**src/rtl/ssrm_pkg.sv**
```systemverilog
// shared constants, codes and types for the segment slot ring manager
// no dependencies; used by every module of the block
package ssrm_pkg;

   localparam int unsigned SLOT_COUNT_DEF = 3;

   localparam int unsigned ACTION_W = 3;
   localparam int unsigned SLOT_W   = 4;
   localparam int unsigned FRAME_W  = 24;
   localparam int unsigned TAG_W    = 16;
   localparam int unsigned STATUS_W = 2;

   localparam logic [TAG_W-1:0] SEG_TOTAL_RESET = 16'd1;

   // command codes
   localparam logic [ACTION_W-1:0] ACT_MARK    = 3'd0;
   localparam logic [ACTION_W-1:0] ACT_CONSUME = 3'd1;
   localparam logic [ACTION_W-1:0] ACT_ADVANCE = 3'd2;
   localparam logic [ACTION_W-1:0] ACT_SEEK    = 3'd3;
   localparam logic [ACTION_W-1:0] ACT_RESET   = 3'd4;

   // result status codes
   localparam logic [STATUS_W-1:0] STAT_OK      = 2'd0;
   localparam logic [STATUS_W-1:0] STAT_END     = 2'd1;
   localparam logic [STATUS_W-1:0] STAT_BAD_IDX = 2'd2;

   // controller to datapath commands
   typedef struct packed {
      logic capture;   // latch the incoming request beat
      logic execute;   // apply the command to the slot ring
      logic publish;   // load the result register
   } ctl_cmd_type;

endpackage

```
**src/rtl/ssrm_ctrl.sv**
```systemverilog
// sequencing state machine of the segment slot ring manager
// depends on ssrm_pkg
module ssrm_ctrl (
   input  logic                 clock,
   input  logic                 reset,
   input  logic                 req_valid,
   output logic                 req_stall,
   output logic                 rsp_valid,
   input  logic                 rsp_stall,
   output ssrm_pkg::ctl_cmd_type cmd
);

   typedef enum logic [2:0] {
      ST_IDLE   = 3'b001,
      ST_EXEC   = 3'b010,
      ST_RESULT = 3'b100
   } state_type;

   state_type state_ff, state_in;
   logic      rsp_valid_ff, rsp_valid_in;
   logic      out_free;

   assign out_free  = !rsp_valid_ff || !rsp_stall;
   assign rsp_valid = rsp_valid_ff;

   always_comb begin
      state_in     = state_ff;
      rsp_valid_in = rsp_valid_ff && rsp_stall;
      cmd          = '0;
      req_stall    = 1'b1;
      case (state_ff)
         ST_IDLE: begin
            req_stall = 1'b0;
            if (req_valid) begin
               cmd.capture = 1'b1;
               state_in    = ST_EXEC;
            end
         end
         ST_EXEC: begin
            cmd.execute = 1'b1;
            state_in    = ST_RESULT;
         end
         ST_RESULT: begin
            if (out_free) begin
               cmd.publish  = 1'b1;
               rsp_valid_in = 1'b1;
               req_stall    = 1'b0;
               if (req_valid) begin
                  cmd.capture = 1'b1;
                  state_in    = ST_EXEC;
               end else begin
                  state_in = ST_IDLE;
               end
            end
         end
         default: begin
            state_in = ST_IDLE;
         end
      endcase
   end

   always_ff @(posedge clock) begin
      if (reset) begin
         state_ff     <= ST_IDLE;
         rsp_valid_ff <= 1'b0;
      end else begin
         state_ff     <= state_in;
         rsp_valid_ff <= rsp_valid_in;
      end
   end

endmodule

```
**src/rtl/ssrm_datapath.sv**
```systemverilog
// slot ring storage, command execution and result register
// depends on ssrm_pkg; driven by ssrm_ctrl commands
module ssrm_datapath #(
   parameter int unsigned SLOT_COUNT = ssrm_pkg::SLOT_COUNT_DEF
) (
   input  logic                           clock,
   input  logic                           reset,
   input  ssrm_pkg::ctl_cmd_type          cmd,
   input  logic                           csr_write_enable,
   input  logic [ssrm_pkg::TAG_W-1:0]     csr_write_data,
   input  logic [ssrm_pkg::ACTION_W-1:0]  req_action,
   input  logic [ssrm_pkg::SLOT_W-1:0]    req_slot_index,
   input  logic [ssrm_pkg::FRAME_W-1:0]   req_frame_count_in,
   input  logic [ssrm_pkg::TAG_W-1:0]     req_segment_tag_in,
   input  logic                           req_last_flag,
   input  logic [ssrm_pkg::FRAME_W-1:0]   req_frames_used,
   input  logic [ssrm_pkg::TAG_W-1:0]     req_target_segment,
   output logic [ssrm_pkg::STATUS_W-1:0]  rsp_status,
   output logic [ssrm_pkg::SLOT_W-1:0]    rsp_freed_slot,
   output logic                           rsp_free_found,
   output logic [ssrm_pkg::SLOT_W-1:0]    rsp_free_slot,
   output logic                           rsp_current_valid,
   output logic                           rsp_current_done,
   output logic [ssrm_pkg::FRAME_W-1:0]   rsp_current_remaining,
   output logic                           rsp_current_is_last,
   output logic [ssrm_pkg::TAG_W-1:0]     rsp_current_tag,
   output logic [ssrm_pkg::TAG_W-1:0]     rsp_current_segment_number
);

   localparam int unsigned IDX_W   = $clog2(SLOT_COUNT);
   localparam int unsigned FRAME_W = ssrm_pkg::FRAME_W;
   localparam int unsigned TAG_W   = ssrm_pkg::TAG_W;
   localparam int unsigned SLOT_W  = ssrm_pkg::SLOT_W;

   // captured request beat
   logic [ssrm_pkg::ACTION_W-1:0] act_ff;
   logic [SLOT_W-1:0]             sidx_ff;
   logic [FRAME_W-1:0]            fcount_ff;
   logic [TAG_W-1:0]              tag_in_ff;
   logic                          last_in_ff;
   logic [FRAME_W-1:0]            used_ff;
   logic [TAG_W-1:0]              target_ff;

   // slot ring
   logic [SLOT_COUNT-1:0]         valid_ff, valid_in;
   logic [SLOT_COUNT-1:0]         last_ff, last_in;
   logic [FRAME_W-1:0]            frames_ff [SLOT_COUNT];
   logic [FRAME_W-1:0]            frames_in [SLOT_COUNT];
   logic [FRAME_W-1:0]            consumed_ff [SLOT_COUNT];
   logic [FRAME_W-1:0]            consumed_in [SLOT_COUNT];
   logic [TAG_W-1:0]              stag_ff [SLOT_COUNT];
   logic [TAG_W-1:0]              stag_in [SLOT_COUNT];
   logic [IDX_W-1:0]              cur_ff, cur_in;
   logic [TAG_W-1:0]              seg_ff, seg_in;
   logic [TAG_W-1:0]              total_ff;
   logic [ssrm_pkg::STATUS_W-1:0] status_ff, status_in;
   logic [SLOT_W-1:0]             freed_ff, freed_in;

   logic [FRAME_W:0]              sum_used;
   logic                          sidx_ok;
   logic                          at_end;
   logic [IDX_W-1:0]              widx;

   logic                          cur_valid;
   logic [FRAME_W-1:0]            cur_frames;
   logic [FRAME_W-1:0]            cur_consumed;
   logic                          found;
   logic [IDX_W-1:0]              fslot;

   assign sum_used = {1'b0, consumed_ff[cur_ff]} + {1'b0, used_ff};
   assign sidx_ok  = {1'b0, sidx_ff} < (SLOT_W+1)'(SLOT_COUNT);
   assign widx     = sidx_ff[IDX_W-1:0];
   assign at_end   = ({1'b0, seg_ff} + 17'd1) >= {1'b0, total_ff};

   // command execution
   always_comb begin
      valid_in    = valid_ff;
      last_in     = last_ff;
      frames_in   = frames_ff;
      consumed_in = consumed_ff;
      stag_in     = stag_ff;
      cur_in      = cur_ff;
      seg_in      = seg_ff;
      status_in   = ssrm_pkg::STAT_OK;
      freed_in    = '0;
      case (act_ff)
         ssrm_pkg::ACT_MARK: begin
            if (sidx_ok) begin
               valid_in[widx]    = 1'b1;
               last_in[widx]     = last_in_ff;
               frames_in[widx]   = fcount_ff;
               consumed_in[widx] = '0;
               stag_in[widx]     = tag_in_ff;
            end else begin
               status_in = ssrm_pkg::STAT_BAD_IDX;
            end
         end
         ssrm_pkg::ACT_CONSUME: begin
            if (valid_ff[cur_ff]) begin
               consumed_in[cur_ff] = sum_used[FRAME_W] ? '1 : sum_used[FRAME_W-1:0];
            end
         end
         ssrm_pkg::ACT_ADVANCE: begin
            if (at_end) begin
               status_in = ssrm_pkg::STAT_END;
            end else begin
               valid_in[cur_ff] = 1'b0;
               freed_in         = SLOT_W'(cur_ff);
               cur_in           = (cur_ff == IDX_W'(SLOT_COUNT - 1)) ? '0 : cur_ff + 1'b1;
               seg_in           = seg_ff + 1'b1;
            end
         end
         ssrm_pkg::ACT_SEEK: begin
            valid_in = '0;
            cur_in   = '0;
            seg_in   = target_ff;
         end
         ssrm_pkg::ACT_RESET: begin
            valid_in = '0;
            cur_in   = '0;
            seg_in   = '0;
         end
         default: begin
         end
      endcase
   end

   // report of the current slot and nearest free slot
   assign cur_valid    = valid_ff[cur_ff];
   assign cur_frames   = frames_ff[cur_ff];
   assign cur_consumed = consumed_ff[cur_ff];

   always_comb begin
      logic [IDX_W:0] probe;
      found = 1'b0;
      fslot = '0;
      probe = '0;
      for (int off = SLOT_COUNT - 1; off >= 1; off--) begin
         probe = {1'b0, cur_ff} + (IDX_W+1)'(off);
         if (probe >= (IDX_W+1)'(SLOT_COUNT)) begin
            probe = probe - (IDX_W+1)'(SLOT_COUNT);
         end
         if (!valid_ff[probe[IDX_W-1:0]]) begin
            found = 1'b1;
            fslot = probe[IDX_W-1:0];
         end
      end
   end

   always_ff @(posedge clock) begin
      if (cmd.capture) begin
         act_ff     <= req_action;
         sidx_ff    <= req_slot_index;
         fcount_ff  <= req_frame_count_in;
         tag_in_ff  <= req_segment_tag_in;
         last_in_ff <= req_last_flag;
         used_ff    <= req_frames_used;
         target_ff  <= req_target_segment;
      end
      if (cmd.execute) begin
         last_ff     <= last_in;
         frames_ff   <= frames_in;
         consumed_ff <= consumed_in;
         stag_ff     <= stag_in;
         status_ff   <= status_in;
         freed_ff    <= freed_in;
      end
      if (cmd.publish) begin
         rsp_status                 <= status_ff;
         rsp_freed_slot             <= freed_ff;
         rsp_free_found             <= found;
         rsp_free_slot              <= SLOT_W'(fslot);
         rsp_current_valid          <= cur_valid;
         rsp_current_done           <= !cur_valid || (cur_consumed >= cur_frames);
         rsp_current_remaining      <= (cur_valid && (cur_frames > cur_consumed))
                                       ? cur_frames - cur_consumed : '0;
         rsp_current_is_last        <= cur_valid && last_ff[cur_ff];
         rsp_current_tag            <= cur_valid ? stag_ff[cur_ff] : '0;
         rsp_current_segment_number <= seg_ff;
      end
   end

   always_ff @(posedge clock) begin
      if (reset) begin
         valid_ff <= '0;
         cur_ff   <= '0;
         seg_ff   <= '0;
         total_ff <= ssrm_pkg::SEG_TOTAL_RESET;
      end else begin
         if (cmd.execute) begin
            valid_ff <= valid_in;
            cur_ff   <= cur_in;
            seg_ff   <= seg_in;
         end
         if (csr_write_enable) begin
            total_ff <= csr_write_data;
         end
      end
   end

endmodule

```
**src/rtl/segment_slot_ring_manager_core.sv**
```systemverilog
// top level of the segment slot ring manager
// depends on ssrm_pkg, ssrm_ctrl and ssrm_datapath
//
// channel   ports                          direction  content
// ------    -----------------------------  ---------  ---------------------------------
// request   req_valid / req_stall, req_*   in         one command beat
// response  rsp_valid / rsp_stall, rsp_*   out        one status beat per command
// config    csr_write_enable, csr_write_data  in      segment count of the track
//
// a beat is taken in the idle or result state, applied to the slot ring in the
// execute state, and its result registered in the result state, where the next
// beat can be taken; a new beat is not taken before the last one is published
// req_stall is high in the execute cycle, and in the result cycle while a
// response beat held by rsp_stall still occupies the result register
// synchronous active-high reset empties the ring and sets the track length to one
module segment_slot_ring_manager_core #(
   parameter int unsigned SLOT_COUNT = ssrm_pkg::SLOT_COUNT_DEF
) (
   input  logic                           clock,
   input  logic                           reset,
   // configuration
   input  logic                           csr_write_enable,
   input  logic [ssrm_pkg::TAG_W-1:0]     csr_write_data,
   // request channel
   input  logic                           req_valid,
   output logic                           req_stall,
   input  logic [ssrm_pkg::ACTION_W-1:0]  req_action,
   input  logic [ssrm_pkg::SLOT_W-1:0]    req_slot_index,
   input  logic [ssrm_pkg::FRAME_W-1:0]   req_frame_count_in,
   input  logic [ssrm_pkg::TAG_W-1:0]     req_segment_tag_in,
   input  logic                           req_last_flag,
   input  logic [ssrm_pkg::FRAME_W-1:0]   req_frames_used,
   input  logic [ssrm_pkg::TAG_W-1:0]     req_target_segment,
   // response channel
   output logic                           rsp_valid,
   input  logic                           rsp_stall,
   output logic [ssrm_pkg::STATUS_W-1:0]  rsp_status,
   output logic [ssrm_pkg::SLOT_W-1:0]    rsp_freed_slot,
   output logic                           rsp_free_found,
   output logic [ssrm_pkg::SLOT_W-1:0]    rsp_free_slot,
   output logic                           rsp_current_valid,
   output logic                           rsp_current_done,
   output logic [ssrm_pkg::FRAME_W-1:0]   rsp_current_remaining,
   output logic                           rsp_current_is_last,
   output logic [ssrm_pkg::TAG_W-1:0]     rsp_current_tag,
   output logic [ssrm_pkg::TAG_W-1:0]     rsp_current_segment_number
);

   ssrm_pkg::ctl_cmd_type cmd;

   // sequencer: capture, execute, publish
   ssrm_ctrl u_ctrl (
      .clock     (clock),
      .reset     (reset),
      .req_valid (req_valid),
      .req_stall (req_stall),
      .rsp_valid (rsp_valid),
      .rsp_stall (rsp_stall),
      .cmd       (cmd)
   );

   // slot storage, command logic and result register
   ssrm_datapath #(
      .SLOT_COUNT (SLOT_COUNT)
   ) u_datapath (
      .clock                      (clock),
      .reset                      (reset),
      .cmd                        (cmd),
      .csr_write_enable           (csr_write_enable),
      .csr_write_data             (csr_write_data),
      .req_action                 (req_action),
      .req_slot_index             (req_slot_index),
      .req_frame_count_in         (req_frame_count_in),
      .req_segment_tag_in         (req_segment_tag_in),
      .req_last_flag              (req_last_flag),
      .req_frames_used            (req_frames_used),
      .req_target_segment         (req_target_segment),
      .rsp_status                 (rsp_status),
      .rsp_freed_slot             (rsp_freed_slot),
      .rsp_free_found             (rsp_free_found),
      .rsp_free_slot              (rsp_free_slot),
      .rsp_current_valid          (rsp_current_valid),
      .rsp_current_done           (rsp_current_done),
      .rsp_current_remaining      (rsp_current_remaining),
      .rsp_current_is_last        (rsp_current_is_last),
      .rsp_current_tag            (rsp_current_tag),
      .rsp_current_segment_number (rsp_current_segment_number)
   );

endmodule

```
**config.mk**
```make
export PLATFORM = sky130hd
export DESIGN_NAME = segment_slot_ring_manager_core
export DESIGN_NICKNAME = d
export VERILOG_FILES = /design/src/rtl/ssrm_pkg.sv /design/src/rtl/ssrm_ctrl.sv /design/src/rtl/ssrm_datapath.sv /design/src/rtl/segment_slot_ring_manager_core.sv
export SDC_FILE = /design/constraint.sdc
export NUM_CORES = 1
export LEC_CHECK = 0
export ABC_AREA = 1
export BUFFER_PORTS_ARGS = -buffer_cell sky130_fd_sc_hd__buf_2
export CAP_MARGIN = 5
export CORE_MARGIN = 2
export CORE_UTILIZATION = 64
export DETAILED_ROUTE_END_ITERATION = 7
export PLACE_DENSITY = 0.85
export SYNTH_ARGS = -nofsm -noshare
export SYNTH_HDL_FRONTEND = slang
export SYNTH_HIERARCHICAL = 1
export SYNTH_SLANG_ARGS = --single-unit
```
**constraint.sdc**
```tcl
create_clock -name clock -period 8.62 [get_ports clock]
set_input_delay 0.862 -clock clock [delete_from_list [all_inputs] [get_ports clock]]
set_output_delay 0.862 -clock clock [all_outputs]
set_load 0.05 [all_outputs]
```
# Word-level counts from Yosys, hierarchy flattened
# Index checks and enable logic that the tools add are counted.
# W data, S select, Z words.
word_totals:
  reg_bits: 398
  input_bits: 109
  output_inout_bits: 72
  elab_cells: 172
op_classes:
  n_addsub: 9
  n_lt_le_gt_ge: 16
  n_eq_ne: 13
  mux: 65
  bitwise_logic: 8
  n_reduce_logical: 25
op_table:
  columns: ["cell", "count"]
  rows:
  - ["$mux W24", 7]
  - ["$bwmux W72", 2]
  - ["$mux W72", 2]
  - ["$pmux W72 S2", 1]
  - ["$bmux W24 S2", 2]
  - ["$demux W24 S2", 2]
  - ["$and A72 B72 Y72", 1]
  - ["$not A72 Y72", 1]
  - ["$mux W16", 4]
  - ["$bwmux W48", 1]
  - ["$pmux W16 S3", 1]
  - ["$bmux W16 S2", 1]
  - ["$demux W16 S2", 1]
  - ["$add A24 B24 Y25", 1]
  - ["$ge A24 B24 Y1", 1]
  - ["$gt A24 B24 Y1", 1]
  - ["$sub A24 B24 Y24", 1]
  - ["$pmux W3 S3", 2]
  - ["$add A16 B1 Y17 const B", 1]
  - ["$ge A17 B16 Y1", 1]
  - ["$add A16 B1 Y16 const B", 1]
  - ["$mux W1", 16]
  - ["$mux W2", 8]
  - ["$lt A2 B3 Y1 const B", 4]
  - ["other kinds (36)", 73]

# Longest topological paths before layout
logic_depth:
  word_depth: 9
  depth_mapped: 23

# Cells and area by module
# Netlist, hierarchy kept.
by_module_without_submodules:
  columns: ["module", "instances", "cells_each", "area_each_um2"]
  rows:
  - ["ssrm_datapath", 1, 1838, 18908.1]
  - ["ssrm_ctrl", 1, 32, 222.7]

# Worst setup path before layout
# No wires, ideal clock.
synth_path:
  path_type: "input to register"
  startpoint: "input rsp_stall"
  endpoint: "register u_datapath/act_ff[0] (netlist bit) (enable)"
  arrival_ns: 5.011
  t_required_ns: 8.084
  slack_ns: 3.074
  stages: 5
  path_buffers: 0
  cell_sequence: "nand2_1 inv_1 nand3_2 nand2_2 nor2_1"
synth_lines:
  columns: ["item", "line", "rtl"]
  rows:
  - ["start: declaration", "segment_slot_ring_manager_core.sv:36", "input logic rsp_stall,"]
  - ["end signal: assignment", "ssrm_datapath.sv:152", "act_ff <= req_action;"]
  - ["end: declaration", "ssrm_datapath.sv:36", "logic [ssrm_pkg::ACTION_W-1:0] act_ff;"]

==> impl_metrics.ini <==
[outcome]
run_status = finished clean

[synth]
synth_warnings = 6
netlist_instances = 1870
synth_edf_count = 353
syn_area_per_cell_um2 = 10.2
yosys.area.top_type_share = 0.554
synth_seq_area_share = 0.597
syn-cell-area_um2 = 19100
async_flop_share = 0
synth_cell_type_count = 54
synth-main-ff-cell = edfxtp_1
ys_seq_elements = 394
synthTopCellsByArea = edfxtp_1, nand2_1, ha_1, dfxtp_1, o21ai_0
synth_largest_area_cell = edfxtp_1

[sta]
slew_headroom = 0.198
fin_crit_sh = 0.528
tightest_slew_ps = 1200
hold_viol_final = 0
setup_viol = 0
setup_ws_ps = 4070
fin_skew_ps = 21.6
slew_violations = 0
fin_tns_setup_ps = 0
rsz0062_at_grt = no
fmax_mhz = 220
period_minus_slack_ps = 4550

[detailed_routing]
first_pass_iters = 6
drt-total-wl_mm = 50.3
vias_per_cell = 6.06
drtIter0Drc = 1838
ant_nets = 0
wl_per_cell_um = 20.5
drc = 0
vias = 14900

[placement]
dp_hpwl_mm = 33.8
pre_cts_slack_ps = 4230
io_buffer_count = 176
gp_congestion = 0.964

[worst_setup_path]
cp-start-kind = flip-flop
critPathBufInv = 4
cp_top_family = compound AO/OA/AOI/OAI gates
crit_chain = buf_4 -> nor2_4 -> buf_4 -> a32oi_1 -> inv_1 -> ha_1 -> a21oi_1 -> o21ai_0 -> a21oi_1 -> inv_1 -> nand2_1 -> nand3_4 -> a21oi_1 -> o21ai_0
slowest_stage = a32oi_1
cp-end-kind = flip-flop
r2r_slack_ps = 4070
critPathMaxStageDelay_ps = 650
critPathMaxFanout = 64
arrival_ps = 4790
cp.required_ps = 8860
critPathKind = reg -> reg
path_common_cell = a21oi_1

[power_and_ir_drop]
internal_power_uw = 3390
pwr-share-comb = 0.098
switching_share = 0.240
p_per_area_nw_per_um2 = 205
p_seq_frac = 0.486
p_clk_frac = 0.415
leakage_uw = 0.00902
irDropWorstVdd_mv = 0.175
p_sw_uw = 1070

[global_routing]
grt_pass1_vias = 14400
grt.total_usage = 0.322
antenna_found_initial = 0
grt_max_degree = 89
grt_pass1_wl_mm = 77.2
gr-total-overflow = 0

[floorplanning]
die_w_um = 177
fp-row-count = 63
die_h_um = 177
ios = 181
core_um2 = 29600
die_area_um2 = 31300
start_util = 0.647

[finish]
num-fill-cells = 2045
final_nets = 2214
seqCellArea_um2 = 11400
syn_to_final_growth_pct = 13.7
multi_input_area_um2 = 6770
final_layout_size_suffix_gt1_frac = 0.174
n_antenna_cell = 0

[cts]
cts_tree = yes
worstSkewPairLatency_ps = 550
cts_inserted_buffers = 39
htreeDepth = 2
clockBufferDepth = 3
post-cts-setup-buffer-count = 0
hold_buffers = 0
cts-resized-gates = 0
cts.sinks = 394
cts.clk_slew.worst_paths_ps = 60
root_buffer = clkbuf_16

[run]
drv_cap = 0

[min_path]
hp-class = reg -> reg
==> cell families (layout without fill, tap and decap cells) <==
family | after synthesis | count (layout) | synth area share
AOI/OAI and AO/OA | 388 | 388 | 0.115
xor gates and xnor gates | 28 | 28 | 0.0128
adders and majority gates | 72 | 72 | 0.0479
buffers and inverters | 256 | 447 | 0.0534
DFF | 394 | 394 | 0.597
other | 1 | 4 | 0.000196
and+or+nand+nor | 731 | 731 | 0.174
==> metal layers <==
layer	vias up	routed length [um]	global-route usage
met5	-	0	0
met4	0	2230	0.150
met3	145	5090	0.0666
met2	921	23700	0.523
met1	6941	19200	0.417
li1	6858	-	-
==> cell usage after synthesis (3+ instances only) <==
cell      count
a22oi_1       4
o21bai_1      6
a21oi_1     120
xor2_1       22
o21ai_2       4
nand3_2       3
edfxtp_1    353
xnor2_1       6
a22o_1        5
o32ai_1      13
a31oi_1       3
a21boi_0      4
inv_2        10
nand2_1     320
buf_1         4
buf_4         5
nand4_1      22
nand3_1     111
ha_1         70
nand2_2       7
o21a_1        6
inv_1       178
a32oi_1      20
a31o_2        3
dfxtp_1      41
a21o_1        9
nor2_1      167
clkbuf_1     44
nor2_2       11
nor2_4        6
buf_6         4
nand3b_1     15
o21ai_0     157
or2_2        48
o21ai_1      29
nor3_1        8
buf_2        10
==> per-stage QoR <==
stage	std cells	util	power (uW)	hold slack, ps	area, um2
global placement	2382	0.688	2620	405	20300
global route	2454	0.736	4590	439	21800
floorplan	1873	-	2500	400	19100
CTS	2454	0.736	4470	427	21800
detailed placement	2382	0.688	2630	412	20300
finish	2454	0.736	4460	430	21800
==> registers in the layout (all words and copies together), names as in the netlist, 4 cells and up <==
name and count:
u_datapath/sidx_ff 4, u_datapath/frames_ff 72, u_datapath/target_ff 16, u_datapath/seg_ff 16, u_datapath/tag_in_ff 16, u_datapath/rsp_current_tag 16
u_datapath/rsp_current_remaining 24, u_datapath/used_ff 24, u_datapath/total_ff 16, u_datapath/fcount_ff 24, u_datapath/stag_ff 48, u_datapath/consumed_ff 72
u_datapath/rsp_current_segment_number 16
==> worst paths after layout <==
| path | depth (start not counted) | from | endpoint |
|---|---|---|---|
| max | 14 | u_datapath/cur_ff[0] | u_datapath/consumed_ff[50] |
| min | 0 | u_datapath/status_ff[1] | u_datapath/rsp_status[1] |
| max reg2reg | 14 | u_datapath/cur_ff[0] | u_datapath/consumed_ff[50] |
| min reg2reg | 0 | u_datapath/status_ff[1] | u_datapath/rsp_status[1] |
==> cell type report <==
cell class                      count  share of cell area
Multi-Input combinational cell   1223               0.311
Inverter                          189              0.0326
Clock buffer                       42              0.0454
Sequential cell                   394               0.525
Tap cell                          390              0.0224
Timing Repair Buffer              186              0.0439
Clock inverter                     30              0.0195
==> power groups by stage <==
| stage | Sequential, uW | Combinational (uW) | Clock [uW] |
|---|---|---|---|
| after global placement | 2210 | 417 | 0 |
| after global routing | 2170 | 481 | 1940 |
| final | 2170 | 439 | 1850 |
| after detailed placement | 2210 | 423 | 0 |
| after floorplan | 2200 | 293 | 0 |
| after CTS | 2170 | 430 | 1870 |
==> worst register-to-register path: cells and delay by family (launching register included) <==
family	cells	cell delay [ps]
buf+inv	4	1130
fa+ha+maj	1	360
flops	1	330
compound gates	6	1860
simple gates	3	570
==> layout by cell type, fill, tap and decap left out, drive strengths merged, types with 15 or more instances in the layout <==
| master | n |
|---|---|
| a21oi | 121 |
| a32oi | 20 |
| buf | 186 |
| clkbuf | 42 |
| clkinv | 18 |
| dfxtp | 41 |
| edfxtp | 353 |
| ha | 70 |
| inv | 191 |
| nand2 | 328 |
| nand3 | 116 |
| nand3b | 15 |
| nand4 | 22 |
| nor2 | 184 |
| o21ai | 190 |
| or2 | 50 |
| xor2 | 22 |
Power figures use the tool's default switching activity.
